$ cat src/hdl/sorted_priority_queue_unit_macros.svh
// ----------------------------------------------------------------------------
// Sorted priority queue assertion macros
// Concurrent assertion wrappers on clk_i, removed when SYNTHESIS is defined.
// ----------------------------------------------------------------------------
`ifndef SORTED_PRIORITY_QUEUE_UNIT_MACROS_SVH
`define SORTED_PRIORITY_QUEUE_UNIT_MACROS_SVH

`ifndef SYNTHESIS

// Checked only while reset is released.
`define SPQ_ASSERT(lbl, prop, msg) \
  lbl: assert property (@(posedge clk_i) disable iff (!rst_ni) (prop)) else $error(msg);

// Checked at every edge, reset included.
`define SPQ_ASSERT_ALWAYS(lbl, prop, msg) \
  lbl: assert property (@(posedge clk_i) (prop)) else $error(msg);

`else

`define SPQ_ASSERT(lbl, prop, msg)

`define SPQ_ASSERT_ALWAYS(lbl, prop, msg)

`endif

`endif

$ cat src/hdl/spq_pkg.sv
// ----------------------------------------------------------------------------
// Sorted priority queue package
// Sizes, transfer types and codes shared by the cell chain and the top level.
// ----------------------------------------------------------------------------
package spq_pkg;

  localparam int CAPACITY  = 16;
  localparam int KEY_BITS  = 16;
  localparam int DATA_BITS = 16;

  localparam int FIELD_W  = 16;
  localparam int STATUS_W = 2;
  localparam int COUNT_W  = 5;

  localparam int AGE_W  = (KEY_BITS < FIELD_W) ? KEY_BITS : FIELD_W;
  localparam int DATA_W = (DATA_BITS < FIELD_W) ? DATA_BITS : FIELD_W;
  localparam int CNT_W  = $clog2(CAPACITY + 1);
  localparam int IDX_W  = $clog2(CAPACITY);

  localparam logic OP_PUSH = 1'b0;
  localparam logic OP_POP  = 1'b1;

  localparam logic [STATUS_W-1:0] STATUS_OK    = 2'd0;
  localparam logic [STATUS_W-1:0] STATUS_FULL  = 2'd1;
  localparam logic [STATUS_W-1:0] STATUS_EMPTY = 2'd2;

  typedef struct packed {
    logic               op;
    logic [FIELD_W-1:0] item_age;
    logic [FIELD_W-1:0] item_payload;
  } in_item_t;

  typedef struct packed {
    logic [STATUS_W-1:0] status;
    logic [FIELD_W-1:0]  out_age;
    logic [FIELD_W-1:0]  out_payload;
    logic [COUNT_W-1:0]  count;
    logic                empty_flag;
  } out_item_t;

  typedef struct packed {
    logic              push;
    logic [AGE_W-1:0]  age;
    logic [DATA_W-1:0] payload;
  } cell_cmd_t;

  typedef struct packed {
    logic              used;
    logic              ge;
    logic [AGE_W-1:0]  age;
    logic [DATA_W-1:0] payload;
  } cell_link_t;

endpackage

$ cat src/hdl/sorted_priority_queue_unit.sv
// The result of an accepted input transfer is registered and presented in the cycle after it.
// Throughput: one push or pop per cycle while the output is not stalled, set by the
// shift of the cell chain and the registered output stage.
// Reset clears the entry count and the output valid; cell contents are not
// cleared, since only cells below the count are ever read.
// ----------------------------------------------------------------------------
// Sorted priority queue unit
// Chain of cells kept in ascending age order; a pop takes the top cell.
// ----------------------------------------------------------------------------
`include "sorted_priority_queue_unit_macros.svh"

module sorted_priority_queue_unit (
  input  logic              clk_i,
  input  logic              rst_ni,
  input  logic              in_valid_i,
  output logic              in_stall_o,
  input  spq_pkg::in_item_t  in_data_i,
  output logic              out_valid_o,
  input  logic              out_stall_i,
  output spq_pkg::out_item_t out_data_o
);
  import spq_pkg::*;

  logic [CNT_W-1:0] count_q, count_d;
  logic             out_valid_q;
  out_item_t        out_data_q, result_d;
  logic             in_acc;
  logic             full;
  logic             empty;
  logic [IDX_W-1:0] top_idx;
  logic [AGE_W-1:0]  top_age;
  logic [DATA_W-1:0] top_payload;
  cell_cmd_t        cmd;
  cell_link_t       links [CAPACITY];
  cell_link_t       belows [CAPACITY];

  assign in_stall_o = out_valid_q && out_stall_i;
  assign in_acc     = in_valid_i && !in_stall_o;
  assign full       = (count_q == CNT_W'(CAPACITY));
  assign empty      = (count_q == '0);
  assign top_idx    = IDX_W'(count_q - CNT_W'(1));

  assign cmd.push    = in_acc && (in_data_i.op == OP_PUSH) && !full;
  assign cmd.age     = AGE_W'(in_data_i.item_age);
  assign cmd.payload = DATA_W'(in_data_i.item_payload);

  for (genvar i = 0; i < CAPACITY; i++) begin : g_cell
    if (i == 0) begin : g_first
      assign belows[i] = '{used: 1'b1, ge: 1'b0, age: '0, payload: '0};
    end else begin : g_rest
      assign belows[i] = links[i-1];
    end

    spq_cell u_cell (
      .clk_i   (clk_i),
      .used_i  (count_q > CNT_W'(i)),
      .cmd_i   (cmd),
      .below_i (belows[i]),
      .link_o  (links[i])
    );
  end

  always_comb begin
    top_age     = '0;
    top_payload = '0;
    for (int i = 0; i < CAPACITY; i++) begin
      if (top_idx == IDX_W'(i)) begin
        top_age     = links[i].age;
        top_payload = links[i].payload;
      end
    end
  end

  always_comb begin
    count_d         = count_q;
    result_d.status = STATUS_OK;
    result_d.out_age     = '0;
    result_d.out_payload = '0;
    if (in_data_i.op == OP_PUSH) begin
      if (full) begin
        result_d.status = STATUS_FULL;
      end else begin
        count_d = count_q + CNT_W'(1);
      end
    end else begin
      if (empty) begin
        result_d.status = STATUS_EMPTY;
      end else begin
        count_d              = count_q - CNT_W'(1);
        result_d.out_age     = FIELD_W'(top_age);
        result_d.out_payload = FIELD_W'(top_payload);
      end
    end
    result_d.count      = COUNT_W'(count_d);
    result_d.empty_flag = (count_d == '0);
  end

  always_ff @(posedge clk_i or negedge rst_ni) begin
    if (!rst_ni) begin
      count_q     <= '0;
      out_valid_q <= 1'b0;
    end else begin
      if (in_acc) begin
        count_q     <= count_d;
        out_valid_q <= 1'b1;
      end else if (!out_stall_i) begin
        out_valid_q <= 1'b0;
      end
    end
  end

  always_ff @(posedge clk_i) begin
    if (in_acc) begin
      out_data_q <= result_d;
    end
  end

  assign out_valid_o = out_valid_q;
  assign out_data_o  = out_data_q;

  `SPQ_ASSERT_ALWAYS(a_count_bound, count_q <= CNT_W'(CAPACITY), "Entry count above capacity.")
  `SPQ_ASSERT(a_push_grows, cmd.push |=> count_q == $past(count_q) + CNT_W'(1), "Push did not grow the queue.")
  `SPQ_ASSERT(a_result_follows, in_acc |=> out_valid_o, "Accepted transfer produced no result.")
  `SPQ_ASSERT(a_held_result, (out_valid_o && out_stall_i) |=> $stable(count_q), "Queue changed while the result was stalled.")

endmodule

$ cat src/hdl/spq_cell.sv
// ----------------------------------------------------------------------------
// Sorted priority queue cell
// Holds one entry; on a push it keeps its entry, takes the entry of the cell
// below or takes the new item, so that the chain stays in ascending order.
// ----------------------------------------------------------------------------
module spq_cell (
  input  logic               clk_i,
  input  logic               used_i,
  input  spq_pkg::cell_cmd_t  cmd_i,
  input  spq_pkg::cell_link_t below_i,
  output spq_pkg::cell_link_t link_o
);
  import spq_pkg::*;

  logic [AGE_W-1:0]  age_q;
  logic [DATA_W-1:0] payload_q;
  logic              ge;
  logic              take_below;
  logic              take_new;

  assign ge         = used_i && (age_q >= cmd_i.age);
  assign take_below = below_i.ge;
  assign take_new   = !below_i.ge && (ge || (!used_i && below_i.used));

  always_ff @(posedge clk_i) begin
    if (cmd_i.push) begin
      if (take_below) begin
        age_q     <= below_i.age;
        payload_q <= below_i.payload;
      end else if (take_new) begin
        age_q     <= cmd_i.age;
        payload_q <= cmd_i.payload;
      end
    end
  end

  assign link_o.used    = used_i;
  assign link_o.ge      = ge;
  assign link_o.age     = age_q;
  assign link_o.payload = payload_q;

endmodule

$ cat config.mk
export PLATFORM = sky130hd
export DESIGN_NAME = sorted_priority_queue_unit
export DESIGN_NICKNAME = d
export VERILOG_FILES = /design/src/hdl/spq_pkg.sv /design/src/hdl/sorted_priority_queue_unit.sv /design/src/hdl/spq_cell.sv
export VERILOG_INCLUDE_DIRS = /design/src /design/src/hdl
export SDC_FILE = /design/constraint.sdc
export NUM_CORES = 1
export LEC_CHECK = 0
export ABC_AREA = 1
export BUFFER_PORTS_ARGS = -buffer_cell sky130_fd_sc_hd__buf_4
export CAP_MARGIN = 20
export CORE_UTILIZATION = 50
export DETAILED_ROUTE_END_ITERATION = 10
export PLACE_DENSITY = 0.66
export SYNTH_ARGS = -nofsm -noshare
export SYNTH_HDL_FRONTEND = slang
export SYNTH_SLANG_ARGS = --single-unit
$ cat constraint.sdc
create_clock -name clk_i -period 7.6 [get_ports clk_i]
set_clock_uncertainty 0.15 [all_clocks]
set_input_delay 0.76 -clock clk_i [delete_from_list [all_inputs] [get_ports clk_i]]
set_output_delay 0.76 -clock clk_i [all_outputs]
set_load 0.01 [all_outputs]
==> flow_metrics.env <==
export IMPL_cts_made_buffers=66
export IMPL_async_reset_ff_share_pct=1.08
export IMPL_met2_usage_pct=41.3
export IMPL_hold_path_class="input port to flip-flop"
export IMPL_maxSlewHeadroom_pct=27.4
export IMPL_status="finished, final reports clean"
export IMPL_ys_types=49
export IMPL_pre_cts_slack_ns=1.92
export IMPL_clockBufferDepth=3
export IMPL_num_io_pins=79
export IMPL_multi_input_area_sq_um=15000
export IMPL_grtUsageMet1_pct=38.3
export IMPL_ctsRootBufferMaster="clkbuf_16"
export IMPL_ir_drop_v=0.000268
export IMPL_hpwl_microns=66500
export IMPL_hold_worst_slack_ns=0.224
export IMPL_crit_type="flip-flop to flip-flop"
export IMPL_clkTransAtPathRegs_ns=0.06
export IMPL_synth_top_cells_by_count="nand2_1, edfxtp_1, inv_1"
export IMPL_synth_ff_type="edfxtp_1"
export IMPL_synth_top_cell_area_share_pct=48.9
export IMPL_fp_dieH_microns=262
export IMPL_cp_start_kind="flip-flop"
export IMPL_wl_per_cell_microns=19.0
export IMPL_n_antenna_cell=0
export IMPL_fin_util_pct=55.6
export IMPL_via_per_inst=5.58
export IMPL_finalPower_mw=13.2
export IMPL_path_max_fanout=53
export IMPL_rows=95
export IMPL_fp_dieW_microns=262
export IMPL_dpl_cell_count=4654
export IMPL_cts_tree="done"
export IMPL_finalSetupTns_ns=0
export IMPL_place_area_sq_um=35400
export IMPL_maxCapViolCount=0
export IMPL_rsz0062_at_grt="no"
export IMPL_synthTopCellsByArea="edfxtp_1, nand2_1, ha_1"
export IMPL_fin_nets=4150
export IMPL_grt_util_met3_pct=3.26
export IMPL_gp_congestion=0.902
export IMPL_initial_utilization_pct=50.5
export IMPL_stdcell_area_sq_um=37400
export IMPL_syn_cell_area_sq_um=33900
export IMPL_busiest_layer="met2"
export IMPL_clock_sinks=558
export IMPL_overflow=0
export IMPL_drt_iter0_drc=2460
export IMPL_whs_path_depth=3
export IMPL_fin_crit_sh_pct=64.7
export IMPL_wirelength_microns=90700
export IMPL_layout_drive_gt1_share_pct=9.46
export IMPL_grtUsageTotal_pct=26.2
export IMPL_finalHoldViolCount=0
export IMPL_powerDensity_nw_per_um2=354
export IMPL_die_area_sq_um=68800
export IMPL_clock_latency_ns=0.61
export IMPL_netlist_instances=3858
export IMPL_drc=0
export IMPL_htree_levels=3
export IMPL_synth_edf_count=552
export IMPL_slew_violations=0
export IMPL_yosys_area_top_type="edfxtp_1"
export IMPL_yosys_warnings=0
export IMPL_crit_required_ns=7.81
export IMPL_leakage_nw=15.8
export IMPL_ant_nets=0
export IMPL_grt_max_degree=66
export IMPL_synth_nets=4156
export IMPL_post_cts_buffers=0
export IMPL_postSynthRegisterBits=558
export IMPL_vias=26600
export IMPL_setup_slack_ns=2.68
export IMPL_grt_first_pass_wirelength_microns=142000
export IMPL_reg2reg_depth=22
export IMPL_tightest_slew_ns=1.09
export IMPL_cp_arrival_ns=5.13
export IMPL_cts_resized=0
export IMPL_synth_seq_area_share_pct=49.4
export IMPL_core_area_sq_um=67200
export IMPL_fillers=5940
export IMPL_crit_path_end_kind="flip-flop"
export IMPL_syn_area_per_cell_sq_um=8.78
export IMPL_areaGrowthSynthToFinish_pct=10.3
export IMPL_grt_pass1_vias=24900
export IMPL_firstDrtPassIters=6
export IMPL_post_synth_top_count_cell="nand2_1"
export IMPL_antenna_found_initial=0
export IMPL_fin_cells=4774
export IMPL_fmax_mhz=203
export IMPL_seq_area_sq_um=16700
export IMPL_finalSetupViolations=0
export IMPL_port_buffer_count=78
export IMPL_layout_min_cycle_time_ns=4.92
-- per-layer routing --
| layer | share of wire [%] | up-vias |
|---|---|---|
| li1 | - | 13200 |
| met1 | 46 | 12400 |
| met2 | 45 | 915 |
| met3 | 6.6 | 123 |
| met4 | 2.2 | 0 |
| met5 | 0 | - |
-- report_power, final --
group	internal, mW	switching, mW	leakage, nW	total, mW
Combinational	1.75	4.21	9.71	5.96
Clock	1.64	1.30	0.945	2.94
Sequential	4.11	0.204	5.13	4.31
-- cell usage in the layout, fill, tap and decap left out, types with 3 or more instances in the layout --
cell type	n
buf_12	5
clkinv_2	9
nand2_1	960
nand3_1	278
clkbuf_16	67
a211oi_1	11
nor2_1	185
nor2_2	8
o31ai_1	6
inv_1	390
edfxtp_1	552
a21boi_0	4
mux2_2	83
nor2_8	3
dfrtp_1	6
clkbuf_1	21
nor3_1	23
o21ai_0	363
nor2_4	5
a31oi_4	6
o221ai_1	9
o21ai_1	24
clkinv_1	21
buf_4	130
inv_2	15
a21oi_4	8
clkinv_8	4
nand4_1	19
ha_1	261
nand2_4	4
nand2_2	13
o21a_1	9
a21oi_1	371
-- area by class of cell --
class                      count  share of cell area (%)
inverter                     415                    4.19
clock inverter                28                   0.469
clock buffer                  89                    4.73
multi-input combinational   2675                    40.0
timing repair buffer         136                    2.91
sequential                   558                    44.8
tap                          873                    2.92
-- final timing paths --
| check | slack, ns | endpoint | startpoint |
|---|---|---|---|
| setup / recovery | 2.68 | out_data_o[34] | count_q[1] |
| hold / removal | 0.22 | out_valid_o | out_stall_i |
| setup reg to reg | 2.68 | out_data_o[34] | count_q[1] |
| hold reg to reg | 0.35 | out_valid_o | out_valid_o |
| max in group asynchronous | 6.79 | count_q[2] | rst_ni |
| min in group asynchronous | 0.36 | out_valid_o | rst_ni |
-- worst max-delay path: stages (launching register included) --
cell     delay [ns]
dfrtp_1        0.53
inv_1          0.15
ha_1           0.25
nand2_1        0.24
nand2_2        0.21
nor2_8         0.64
nand2_4        0.54
inv_4          0.38
a21oi_1        0.10
nand2_1        0.12
nand3_1        0.08
nand2_1        0.08
nand2_1        0.07
nand2_1        0.08
nand3_1        0.10
nand2_1        0.12
nand2_1        0.08
nand2_1        0.08
nand2_1        0.08
nand3_1        0.10
nand3_1        0.08
nand2_1        0.28
inv_1          0.07
-- cells by family (layout without fill, tap and decap cells) --
kind of cell    Yosys count  in the layout  share of synthesized area (%)
xor+xnor                  3              3                         0.0776
buf+inv                 625            668                           7.21
mux                      83             83                           2.76
simple gates           1502           1502                           18.3
compound gates          826            826                           12.7
fa+ha+maj               261            261                           9.64
flops                   558            558                           49.4
-- what timing repair did --
item,in CTS,in global routing
hold endpoints to repair,6,0
setup endpoints to repair,0,0
hold buffers,1,0
-- sequential cells by signal, summed over array words and instances, names as in the netlist --
register                 cells
g_cell.u_cell.age_q        256
count_q                      5
g_cell.u_cell.payload_q    256
out_valid_o                  1
out_data_o                  40
Power figures use the tool's default switching activity.
